File: src/rtl/nlp_pkg.sv
package nlp_pkg;

   // default limit on digits after the hex prefix
   localparam int MAX_HEX_DIGITS_DEFAULT = 8;

   localparam int CHAR_WIDTH  = 8;
   localparam int VALUE_WIDTH = 32;
   localparam int COUNT_WIDTH = 16;

   // characters the parser looks for
   localparam logic [CHAR_WIDTH-1:0] CHAR_NUL     = 8'h00;
   localparam logic [CHAR_WIDTH-1:0] CHAR_MINUS   = 8'h2d;
   localparam logic [CHAR_WIDTH-1:0] CHAR_ZERO    = 8'h30;
   localparam logic [CHAR_WIDTH-1:0] CHAR_NINE    = 8'h39;
   localparam logic [CHAR_WIDTH-1:0] CHAR_LOWER_A = 8'h61;
   localparam logic [CHAR_WIDTH-1:0] CHAR_LOWER_F = 8'h66;
   localparam logic [CHAR_WIDTH-1:0] CHAR_UPPER_A = 8'h41;
   localparam logic [CHAR_WIDTH-1:0] CHAR_UPPER_F = 8'h46;
   localparam logic [CHAR_WIDTH-1:0] CHAR_LOWER_X = 8'h78;
   localparam logic [CHAR_WIDTH-1:0] CHAR_UPPER_X = 8'h58;

   localparam logic [COUNT_WIDTH-1:0] COUNT_MAX = '1;

   // parse mode, one-hot
   typedef enum logic [4:0] {
      MODE_START = 5'b00001,
      MODE_ZERO  = 5'b00010,
      MODE_DEC   = 5'b00100,
      MODE_HEX   = 5'b01000,
      MODE_BAD   = 5'b10000
   } mode_type;

   typedef struct packed {
      mode_type                 mode;
      logic [VALUE_WIDTH-1:0]   acc;
      logic                     negative;
      logic [COUNT_WIDTH-1:0]   count;
   } parse_state_type;

   typedef struct packed {
      logic [VALUE_WIDTH-1:0]   value;
      logic [COUNT_WIDTH-1:0]   char_count;
      logic                     status;
   } result_type;

   localparam parse_state_type PARSE_STATE_RESET = '{
      mode:     MODE_START,
      acc:      '0,
      negative: 1'b0,
      count:    '0
   };

   // hex digit value, bit 4 set when the character is not a hex digit
   function automatic logic [4:0] hex_nibble(input logic [CHAR_WIDTH-1:0] c);
      logic [4:0] r;
      r = 5'h10;
      if (c >= CHAR_ZERO && c <= CHAR_NINE) begin
         r = {1'b0, 4'(c - CHAR_ZERO)};
      end else if (c >= CHAR_LOWER_A && c <= CHAR_LOWER_F) begin
         r = {1'b0, 4'(c - CHAR_LOWER_A + 8'd10)};
      end else if (c >= CHAR_UPPER_A && c <= CHAR_UPPER_F) begin
         r = {1'b0, 4'(c - CHAR_UPPER_A + 8'd10)};
      end
      return r;
   endfunction

endpackage

File: src/rtl/nlp_step.sv
module nlp_step #(
   parameter int MAX_HEX_DIGITS = nlp_pkg::MAX_HEX_DIGITS_DEFAULT
) (
   input  logic [nlp_pkg::CHAR_WIDTH-1:0] char_code,
   input  nlp_pkg::parse_state_type       cur,
   output nlp_pkg::parse_state_type       nxt,
   output nlp_pkg::result_type            result
);

   logic                               is_term;
   logic                               is_digit;
   logic [3:0]                         digit;
   logic [4:0]                         nibble;
   logic [nlp_pkg::VALUE_WIDTH-1:0]    acc_dec;
   logic [nlp_pkg::COUNT_WIDTH-1:0]    count_sat;
   logic                               hex_full;

   // character classes
   assign is_term  = (char_code == nlp_pkg::CHAR_NUL);
   assign is_digit = (char_code >= nlp_pkg::CHAR_ZERO) && (char_code <= nlp_pkg::CHAR_NINE);
   assign digit    = 4'(char_code - nlp_pkg::CHAR_ZERO);
   assign nibble   = nlp_pkg::hex_nibble(char_code);

   // decimal step: acc * 10 + digit, wrapping
   assign acc_dec   = (cur.acc << 3) + (cur.acc << 1) + nlp_pkg::VALUE_WIDTH'(digit);
   assign count_sat = (cur.count == nlp_pkg::COUNT_MAX) ? cur.count : cur.count + 1'b1;
   assign hex_full  = (cur.count >= nlp_pkg::COUNT_WIDTH'(MAX_HEX_DIGITS));

   // result for a terminator
   always_comb begin
      if (cur.mode == nlp_pkg::MODE_BAD) begin
         result = '{value: '0, char_count: '0, status: 1'b1};
      end else begin
         result.value      = cur.negative ? (nlp_pkg::VALUE_WIDTH'(0) - cur.acc) : cur.acc;
         result.char_count = cur.count;
         result.status     = 1'b0;
      end
   end

   // next parse state
   always_comb begin
      nxt = cur;
      if (is_term) begin
         nxt = nlp_pkg::PARSE_STATE_RESET;
      end else begin
         unique case (cur.mode)
            nlp_pkg::MODE_START: begin
               if (char_code == nlp_pkg::CHAR_MINUS) begin
                  nxt.negative = 1'b1;
                  nxt.count    = nlp_pkg::COUNT_WIDTH'(1);
                  nxt.mode     = nlp_pkg::MODE_DEC;
               end else if (is_digit) begin
                  nxt.acc   = acc_dec;
                  nxt.count = count_sat;
                  nxt.mode  = (char_code == nlp_pkg::CHAR_ZERO) ? nlp_pkg::MODE_ZERO
                                                                  : nlp_pkg::MODE_DEC;
               end else begin
                  nxt.mode = nlp_pkg::MODE_BAD;
               end
            end
            nlp_pkg::MODE_ZERO: begin
               if (char_code == nlp_pkg::CHAR_LOWER_X || char_code == nlp_pkg::CHAR_UPPER_X) begin
                  nxt.acc   = '0;
                  nxt.count = '0;
                  nxt.mode  = nlp_pkg::MODE_HEX;
               end else if (is_digit) begin
                  nxt.acc   = acc_dec;
                  nxt.count = count_sat;
                  nxt.mode  = nlp_pkg::MODE_DEC;
               end else begin
                  nxt.mode = nlp_pkg::MODE_BAD;
               end
            end
            nlp_pkg::MODE_DEC: begin
               if (is_digit) begin
                  nxt.acc   = acc_dec;
                  nxt.count = count_sat;
               end else begin
                  nxt.mode = nlp_pkg::MODE_BAD;
               end
            end
            nlp_pkg::MODE_HEX: begin
               if (nibble[4] || hex_full) begin
                  nxt.mode = nlp_pkg::MODE_BAD;
               end else begin
                  nxt.acc   = {cur.acc[nlp_pkg::VALUE_WIDTH-5:0], nibble[3:0]};
                  nxt.count = cur.count + 1'b1;
               end
            end
            default: begin
               nxt.mode = nlp_pkg::MODE_BAD;
            end
         endcase
      end
   end

endmodule

File: src/rtl/number_literal_parser.sv
// Parses a zero-terminated ASCII number literal into a 32-bit value.
// Input channel req_*: one character per beat in req_tdata[7:0]; a zero
// character ends the string. "0x"/"0X" selects hex (up to MAX_HEX_DIGITS
// digits), otherwise decimal with an optional leading minus.
// Result channel rsp_*: one beat per terminator, carrying value, char_count
// in rsp_tdata and the status flag (1 = invalid string) in rsp_tuser.
// Throughput: one character per cycle while no terminator waits on a full
// result register; the parse step (shift-or for hex, multiply-by-ten-add for
// decimal) is combinational between the input and parse state registers.
// The terminator beat passes the input register, then the result register,
// before its result beat is presented.
// Reset clears the valid flags of the input and result registers and returns
// the parser to the start of a string.
// When the receiver stalls, the result register holds its beat; characters
// keep being taken until a second terminator reaches the input register,
// which then waits, and req_tready drops until the result beat is taken.
module number_literal_parser #(
   parameter int MAX_HEX_DIGITS = nlp_pkg::MAX_HEX_DIGITS_DEFAULT
) (
   input  logic        clock,
   input  logic        reset,
   input  logic        req_tvalid,
   output logic        req_tready,
   input  logic [7:0]  req_tdata,   // [7:0] char_code
   output logic        rsp_tvalid,
   input  logic        rsp_tready,
   output logic [47:0] rsp_tdata,   // [31:0] value, [47:32] char_count
   output logic [0:0]  rsp_tuser    // [0] status
);

   logic                            in_valid_ff, in_valid_in;
   logic [nlp_pkg::CHAR_WIDTH-1:0]  in_char_ff;
   nlp_pkg::parse_state_type        state_ff, state_in;
   logic                            rsp_valid_ff, rsp_valid_in;
   nlp_pkg::result_type             rsp_data_ff;
   nlp_pkg::result_type             step_result;
   logic                            out_free;
   logic                            in_term;
   logic                            in_fire;

   // parse step
   nlp_step #(
      .MAX_HEX_DIGITS(MAX_HEX_DIGITS)
   ) u_step (
      .char_code(in_char_ff),
      .cur      (state_ff),
      .nxt      (state_in),
      .result   (step_result)
   );

   // flow control: only a terminator needs the result register
   assign out_free    = !rsp_valid_ff || rsp_tready;
   assign in_term     = (in_char_ff == nlp_pkg::CHAR_NUL);
   assign in_fire     = in_valid_ff && (!in_term || out_free);
   assign req_tready  = !in_valid_ff || in_fire;
   assign in_valid_in = (req_tvalid && req_tready) ? 1'b1 : (in_fire ? 1'b0 : in_valid_ff);

   // input register
   always_ff @(posedge clock) begin
      if (reset) begin
         in_valid_ff <= 1'b0;
      end else begin
         in_valid_ff <= in_valid_in;
      end
   end

   always_ff @(posedge clock) begin
      if (req_tvalid && req_tready) begin
         in_char_ff <= req_tdata;
      end
   end

   // parse state
   always_ff @(posedge clock) begin
      if (reset) begin
         state_ff <= nlp_pkg::PARSE_STATE_RESET;
      end else if (in_fire) begin
         state_ff <= state_in;
      end
   end

   // result register
   always_comb begin
      if (in_fire && in_term) begin
         rsp_valid_in = 1'b1;
      end else if (rsp_tready) begin
         rsp_valid_in = 1'b0;
      end else begin
         rsp_valid_in = rsp_valid_ff;
      end
   end

   always_ff @(posedge clock) begin
      if (reset) begin
         rsp_valid_ff <= 1'b0;
      end else begin
         rsp_valid_ff <= rsp_valid_in;
      end
   end

   always_ff @(posedge clock) begin
      if (in_fire && in_term) begin
         rsp_data_ff <= step_result;
      end
   end

   assign rsp_tvalid = rsp_valid_ff;
   assign rsp_tdata  = {rsp_data_ff.char_count, rsp_data_ff.value};
   assign rsp_tuser  = rsp_data_ff.status;

   // a terminator leaves the parser at the start of a fresh string
   assert property (@(posedge clock) disable iff (reset)
      in_fire && in_term |=> state_ff.mode == nlp_pkg::MODE_START && state_ff.acc == '0
                             && state_ff.count == '0 && !state_ff.negative)
      else $error("parser not cleared after terminator");

   // hex digit count never passes the limit
   assert property (@(posedge clock) disable iff (reset)
      state_ff.mode == nlp_pkg::MODE_HEX |->
         state_ff.count <= nlp_pkg::COUNT_WIDTH'(MAX_HEX_DIGITS))
      else $error("hex digit count beyond limit");

   // an invalid result carries zero value and count
   assert property (@(posedge clock) disable iff (reset)
      rsp_tvalid && rsp_tuser[0] |-> rsp_tdata == '0)
      else $error("invalid result with nonzero payload");

   // input stalls only for a terminator blocked by a full result register
   assert property (@(posedge clock) disable iff (reset)
      !req_tready |-> in_valid_ff && in_term && rsp_valid_ff && !rsp_tready)
      else $error("input stalled without cause");

   // a result beat appears only after a terminator was processed
   assert property (@(posedge clock) disable iff (reset)
      $rose(rsp_tvalid) |-> $past(in_fire && in_term))
      else $error("result beat without terminator");

endmodule

File: config.mk
export PLATFORM = sky130hd
export DESIGN_NAME = number_literal_parser
export DESIGN_NICKNAME = d
export VERILOG_FILES = /design/src/rtl/nlp_pkg.sv /design/src/rtl/nlp_step.sv /design/src/rtl/number_literal_parser.sv
export SDC_FILE = /design/constraint.sdc
export NUM_CORES = 1
export LEC_CHECK = 0
export BUFFER_PORTS_ARGS = -buffer_cell sky130_fd_sc_hd__buf_2
export CORE_AREA = 2 2 136 138
export DETAILED_ROUTE_END_ITERATION = 8
export DIE_AREA = 0 0 138 140
export PLACE_DENSITY = 0.66
export SETUP_SLACK_MARGIN = 0.02
export SLEW_MARGIN = 20
export SYNTH_ARGS = -nofsm -noshare
export SYNTH_HDL_FRONTEND = slang
export SYNTH_SLANG_ARGS = --single-unit
File: constraint.sdc
create_clock -name clock -period 4 [get_ports clock]
set_input_delay 0.4 -clock clock [delete_from_list [all_inputs] [get_ports clock]]
set_output_delay 0.4 -clock clock [all_outputs]
set_load 0.005 [all_outputs]
After elaboration in Yosys (flattened, before gate mapping)
Cells that the tools add are included.

storage, ports and cells
  memories = 0
  output and inout bits = 51
  register bits = 113
  RAM bits = 0
  ROM bits = 0
  bits in latches = 0
  input port bits = 12

cells by class
  $mul = 0
  divide/modulo/power cells = 0
  muxes and demuxes = 30
  bitwise gates (word level) = 0
  $lt $le $gt $ge = 7
  $add $sub $neg = 9
  equal/unequal tests = 14
  reduce and logical (&&, ||, !) cells = 24
  shift-type cells = 0

operators by type and width
  operator                                                                 number
  32-bit 2-to-1 mux                                                        4
  32-bit case mux with 4 select lines                                      1
  16-bit 2-to-1 mux                                                        5
  16-bit case mux with 4 select lines                                      1
  54-bit 2-to-1 mux                                                        1
  5-bit 2-to-1 mux                                                         8
  37-bit 2-to-1 mux                                                        1
  32-bit adder                                                             1
  32-bit by 4-bit adder with 32-bit output                                 1
  1-bit by 32-bit subtractor with 32-bit output (first input constant)     1
  5-bit case mux with 4 select lines                                       1
  16-bit by 1-bit adder with 16-bit output (second input constant)         1
  16-bit == test (second input constant)                                   1
  8-bit by 6-bit == test with 1-bit output (second input constant)         2
  8-bit by 7-bit == test with 1-bit output (second input constant)         2
  16-bit by 4-bit >= comparator with 1-bit output (second input constant)  1
  8-bit by 7-bit >= comparator with 1-bit output (second input constant)   2
  8-bit by 7-bit <= comparator with 1-bit output (second input constant)   2
  4-bit by 1-bit subtractor with 4-bit output (second input constant)      3
  3-bit != test (second input constant)                                    3
  3-bit AND reduction                                                      3
  4-bit adder (second input constant)                                      2
  8-bit by 6-bit >= comparator with 1-bit output (second input constant)   1
  8-bit by 6-bit <= comparator with 1-bit output (second input constant)   1
  15 further kinds                                                         35

Depth between registers and ports, before layout
  depth after elaboration = 9
  gate-level depth with buffers = 13
  mapped depth without buffers = 12

Modules after synthesis
From an unflattened synthesis, not the netlist that was laid out.

unflattened totals
  cell total of the unflattened synthesis = 1093
  area total of the unflattened synthesis = 9579.2 sq um

by module, submodules not included
  module                 seq. area each (sq um)  instances  cells an instance  area each (sq um)
  number_literal_parser  2832.7                  1          451                5251.3
  nlp_step               0.0                     1          642                4327.9

Least setup slack after synthesis
OpenSTA, ideal clock, no wires.

  path type = register -> register
  start = register in_char_ff[3] in the netlist's numbering
  end = register state_ff[46] in the netlist's numbering
  setup time = 0.123 ns
  required time = 3.877 ns
  buffers on the path = 1
  cell stages (with the launch flop) = 14
  slack = 0.492 ns
  arrival = 3.385 ns
  clock period less this slack = 3.508 ns
  cells stage by stage = edfxtp_1 -> clkbuf_1 -> inv_1 -> fa_1 -> inv_1 -> ha_1 -> a21o_1 -> and4_1 -> o2111ai_1 -> and4_1 -> or4_1 -> a2111oi_0 -> or3b_2 -> nand3_1

between the ends
  word-level cells in the longest chain between the ends = 8
  elaborated cells between the ends (all ways) = 32

ends and longest elaborated chain
  item                                                                              RTL line                     source
  start, declared                                                                   number_literal_parser.sv:32  logic [nlp_pkg::CHAR_WIDTH-1:0] in_char_ff;
  start signal, assigned                                                            number_literal_parser.sv:69  in_char_ff <= req_tdata;
  branches (longest 8 deep; another with 32-bit by 4-bit adder with 32-bit output)  --
  end signal, assigned                                                              number_literal_parser.sv:76  state_ff <= nlp_pkg::PARSE_STATE_RESET;
  end signal, assigned                                                              number_literal_parser.sv:78  state_ff <= state_in;
  end, declared                                                                     number_literal_parser.sv:33  nlp_pkg::parse_state_type state_ff, state_in;

Several ways; the timed one is not identified. The select of a mux whose other input is x is not followed.
A chain may end at the register's enable or synchronous reset.

Worst setup path in the final report
  start = register state_ff[17] in the netlist's numbering
  end = register state_ff[46] in the netlist's numbering

between the ends
  word-level cells in the longest chain between the ends = 6
  elaborated cells between the ends (all ways) = 7

ends and longest elaborated chain
  item                                                    RTL line                                        source
  32-bit adder *                                          nlp_step.sv:25                                  assign acc_dec = (cur.acc << 3) + (cur.acc << 1) + nlp_pkg::VALUE_WIDTH'(digit);
  32-bit by 4-bit adder with 32-bit output *              nlp_step.sv:25
  32-bit 2-to-1 mux *                                     nlp_step.sv:52, nlp_step.sv:66, nlp_step.sv:75
  37-bit 2-to-1 mux or 32-bit 2-to-1 mux (tied branches)  nlp_step.sv:62, nlp_step.sv:48
  32-bit case mux with 4 select lines *                   nlp_step.sv:46                                  unique case (cur.mode)
  54-bit 2-to-1 mux *                                     nlp_step.sv:43                                  if (is_term) begin

Every way passes the cells marked *; elsewhere a longest branch is shown, timed or not. The select of a mux whose other input is x is not followed.

==> impl_results.md <==
- Post-route setup TNS: 0 ns
- Routed WL per cell: 17.67 µm
- Fmax: 0.2704 GHz
- # IOs: 63
- CP endpoint kind: flop
- Vias post-DR: 7137
- Synth unique cells: 77
- First-iteration detailed-routing DRC count: 549
- CP arrival: 4.00 ns
- Clk slew on worst S/H paths: 0.06 ns
- Setup Buffers After CTS: 0
- CP max FO: 7
- Setup WS post-layout: 0.3020 ns
- Number of synthesized flops with an enable pin: 57
- CTS Buffer Depth: 2
- Total routed wirelength: 21.36 mm
- Clock Skew: 0.01257 ns
- NetSw: 747.2 µW
- Drt pass-1 iters: 5
- Final core utilization: 51.06%
- DRC Markers: 0
- Syn Inst Count: 907
- HP Class: input port to flop
- Top_reg_cell synth: edfxtp_1
- RSZ-0062 raised after global routing: no
- I/O Buffers: 62
- Chip Width: 138 µm
- Ratio of cells with drive above 1 in the final layout: 14.69%
- Status: complete, no violations
- H-tree lvl count: 4
- Max Slew Vio Count: 0
- YS warnings: 0
- Average size of a mapped cell: 8.706 µm²
- Initial antenna violation count: 0
- #FFs+latches synth: 113
- CTS Root Cell: clkbuf_16
- Register area: 2833 µm²
- Actual slew at the worst max-slew pin: 1.003 ns
- Setup CP Type: flop to flop
- VDD IR max: 0.0003550 V
- TritonCTS clock tree: done
- Fin crit share: 92.45%
- Slew margin rel.: 33.13%
- FILL cells: 1699
- Synth Cell Area: 7896 µm²
- Lkg Pwr: 3.815 nW
- Logic pwr share: 8.7%
- # rows: 49
- Sink Count: 113
- Sw frac: 25.62%
- Grt ovf: 0
- GRT Resource Usage Total: 21.94%
- Reg power frac: 42.9%
- P_int: 2.169 mW
- Final #Nets: 1045
- Async S/R FF share, synth: 0%
- Post-DRT Antenna Nets: 0
- Floorplan core area: 17780 µm²
- Power after layout: 2.916 mW
- Die Ht: 140 µm
- Initial Util: 44.41%
- Final setup viols: 0
- DIE AREA: 19320 µm²
- First-pass GRT wire length: 34.36 mm
- ANT cells: 0
- Cts bufs inserted: 17
- Worst Setup Start Kind: flop
- Critical Path RT: 4.30 ns
- Final hold violations: 0
- Multi-input gate area: 4812 µm²
- Dpl ws: 0.2476 ns
- DP Wirelength: 15.11 mm
- Clock Power Share: 48.4%
- Largest net degree at the start of global routing: 50
- PD cells: 321.2 nW/µm²
- Drt via density: 5.903
- Worst skew pair latency: 0.42 ns
- RePlAce Congestion: 0.9476
- Sequential area share after synthesis: 35.87%
- Max Cap Viol: 0
- Syn Nets: 985
- Vias in the first global route: 6639
- Tmin final: 3.698 ns
- Area delta synth->final: 14.96%
-- layer usage --
metal | GRT usage [%] | part of all wire, % | vias up
met4 | 8.647 | 2.4 | 0
met5 | 0 | 0 | -
met2 | 35.80 | 47 | 215
met1 | 29.25 | 46 | 3359
met3 | 3.658 | 4.6 | 39
li1 | - | - | 3524
-- critical path: stages (launching register included) --
cell	delay, ns
dfxtp_1	0.45
inv_1	0.14
fa_1	0.51
inv_1	0.07
ha_1	0.27
a21o_1	0.11
and4_1	0.23
o2111ai_1	0.17
and4_1	0.31
or4_1	0.56
a2111oi_0	0.49
or3b_2	0.20
nand3_1	0.06
-- power by group through the flow --
stage | sequential, mW | clock, mW | combinational (mW)
5_1_grt | 1.25 | 1.49 | 0.279
3_3_place_gp | 1.28 | 0 | 0.246
3_5_place_dp | 1.28 | 0 | 0.248
4_1_cts | 1.25 | 1.43 | 0.251
6_report | 1.25 | 1.41 | 0.254
2_1_floorplan | 1.27 | 0 | 0.176
-- what timing repair did --
item	in CTS	in global routing
hold buffers	0	0
gates resized for setup	0	2
endpoints found under the setup margin	0	2
-- kinds of logic after synthesis --
kind of cell | share of synthesized area, %
DFF | 35.87
adders and majority gates | 10.65
buffers and inverters | 3.343
xor gates and xnor gates | 5.768
muxes | 1.141
and+or+nand+nor | 21.19
AOI/OAI and AO/OA | 22.04
-- cell type report --
class | count | area share [%]
Tap cell | 229 | 3.156
Multi-Input combinational cell | 727 | 53.01
Timing Repair Buffer | 89 | 5.789
Clock buffer | 18 | 4.728
Sequential cell | 113 | 31.21
Inverter | 19 | 0.7857
Clock inverter | 14 | 1.323
-- path summary, 6_finish.rpt --
kind	from	endpoint	slack, ns	depth (start not counted)
worst min-delay path	req_tdata[6]	in_char_ff[6]	0.15	1
worst max-delay path	state_ff[17]	state_ff[46]	0.30	12
worst min register to register	state_ff[3]	state_ff[3]	0.54	2
worst max register to register	state_ff[17]	state_ff[46]	0.30	12
-- through the flow --
| step | hold slack (ns) | instance area [µm²] | std cells |
|---|---|---|---|
| after floorplan | 0.4888 | 7896 | 907 |
| after global placement | 0.5261 | 8517 | 1177 |
| after detailed placement | 0.5275 | 8517 | 1177 |
| after CTS | 0.1424 | 9066 | 1209 |
| after global routing | 0.1289 | 9077 | 1209 |
| final | 0.1518 | 9077 | 1209 |
-- registers in the layout, indices dropped and copies added (netlist names) --
signal / cells
rsp_tuser: 1
state_ff: 54
in_char_ff: 8
rsp_tvalid: 1
in_valid_ff: 1
rsp_tdata: 48
-- Yosys cell counts (all sizes together), types with 14 or more instances --
cell type  instances  area share, %
nor2             111            5.3
nand2             80            3.8
a21oi             69            4.4
ha                64             10
edfxtp            57             22
dfxtp             56             14
o21ai             54            3.4
clkbuf            45            2.2
xor2              40            4.4
nand3             31            2.0
nor3              20            1.3
inv               19           0.90
nor2b             19            1.5
a211oi            15            1.4
a21o              14            1.3
-- placed cells by master (no fill, tap or decap), types with 5 or more instances in the layout --
cell and instances:
nor2_1 111, nand2_1 80, a21oi_1 69, ha_1 64
buf_2 62, edfxtp_1 57, dfxtp_1 56, o21ai_0 51
xor2_1 40, nand3_1 31, buf_4 26, nor3_1 20
nor2b_1 19, inv_1 18, clkbuf_16 17, a211oi_1 15
a21o_1 14, a22oi_1 13, xnor2_1 12, and3_1 10
or4_1 9, mux2i_1 9, o31ai_1 9, or3_1 8
nor4_1 7, or2_2 7, and4_1 7, a31oi_1 7
o41ai_1 7, o21a_1 6, a221oi_1 6, clkinvlp_4 6
nand2b_1 5, o211a_1 5, o211ai_1 5, a221o_1 5
No activity file was read; power rests on OpenSTA's default activity.
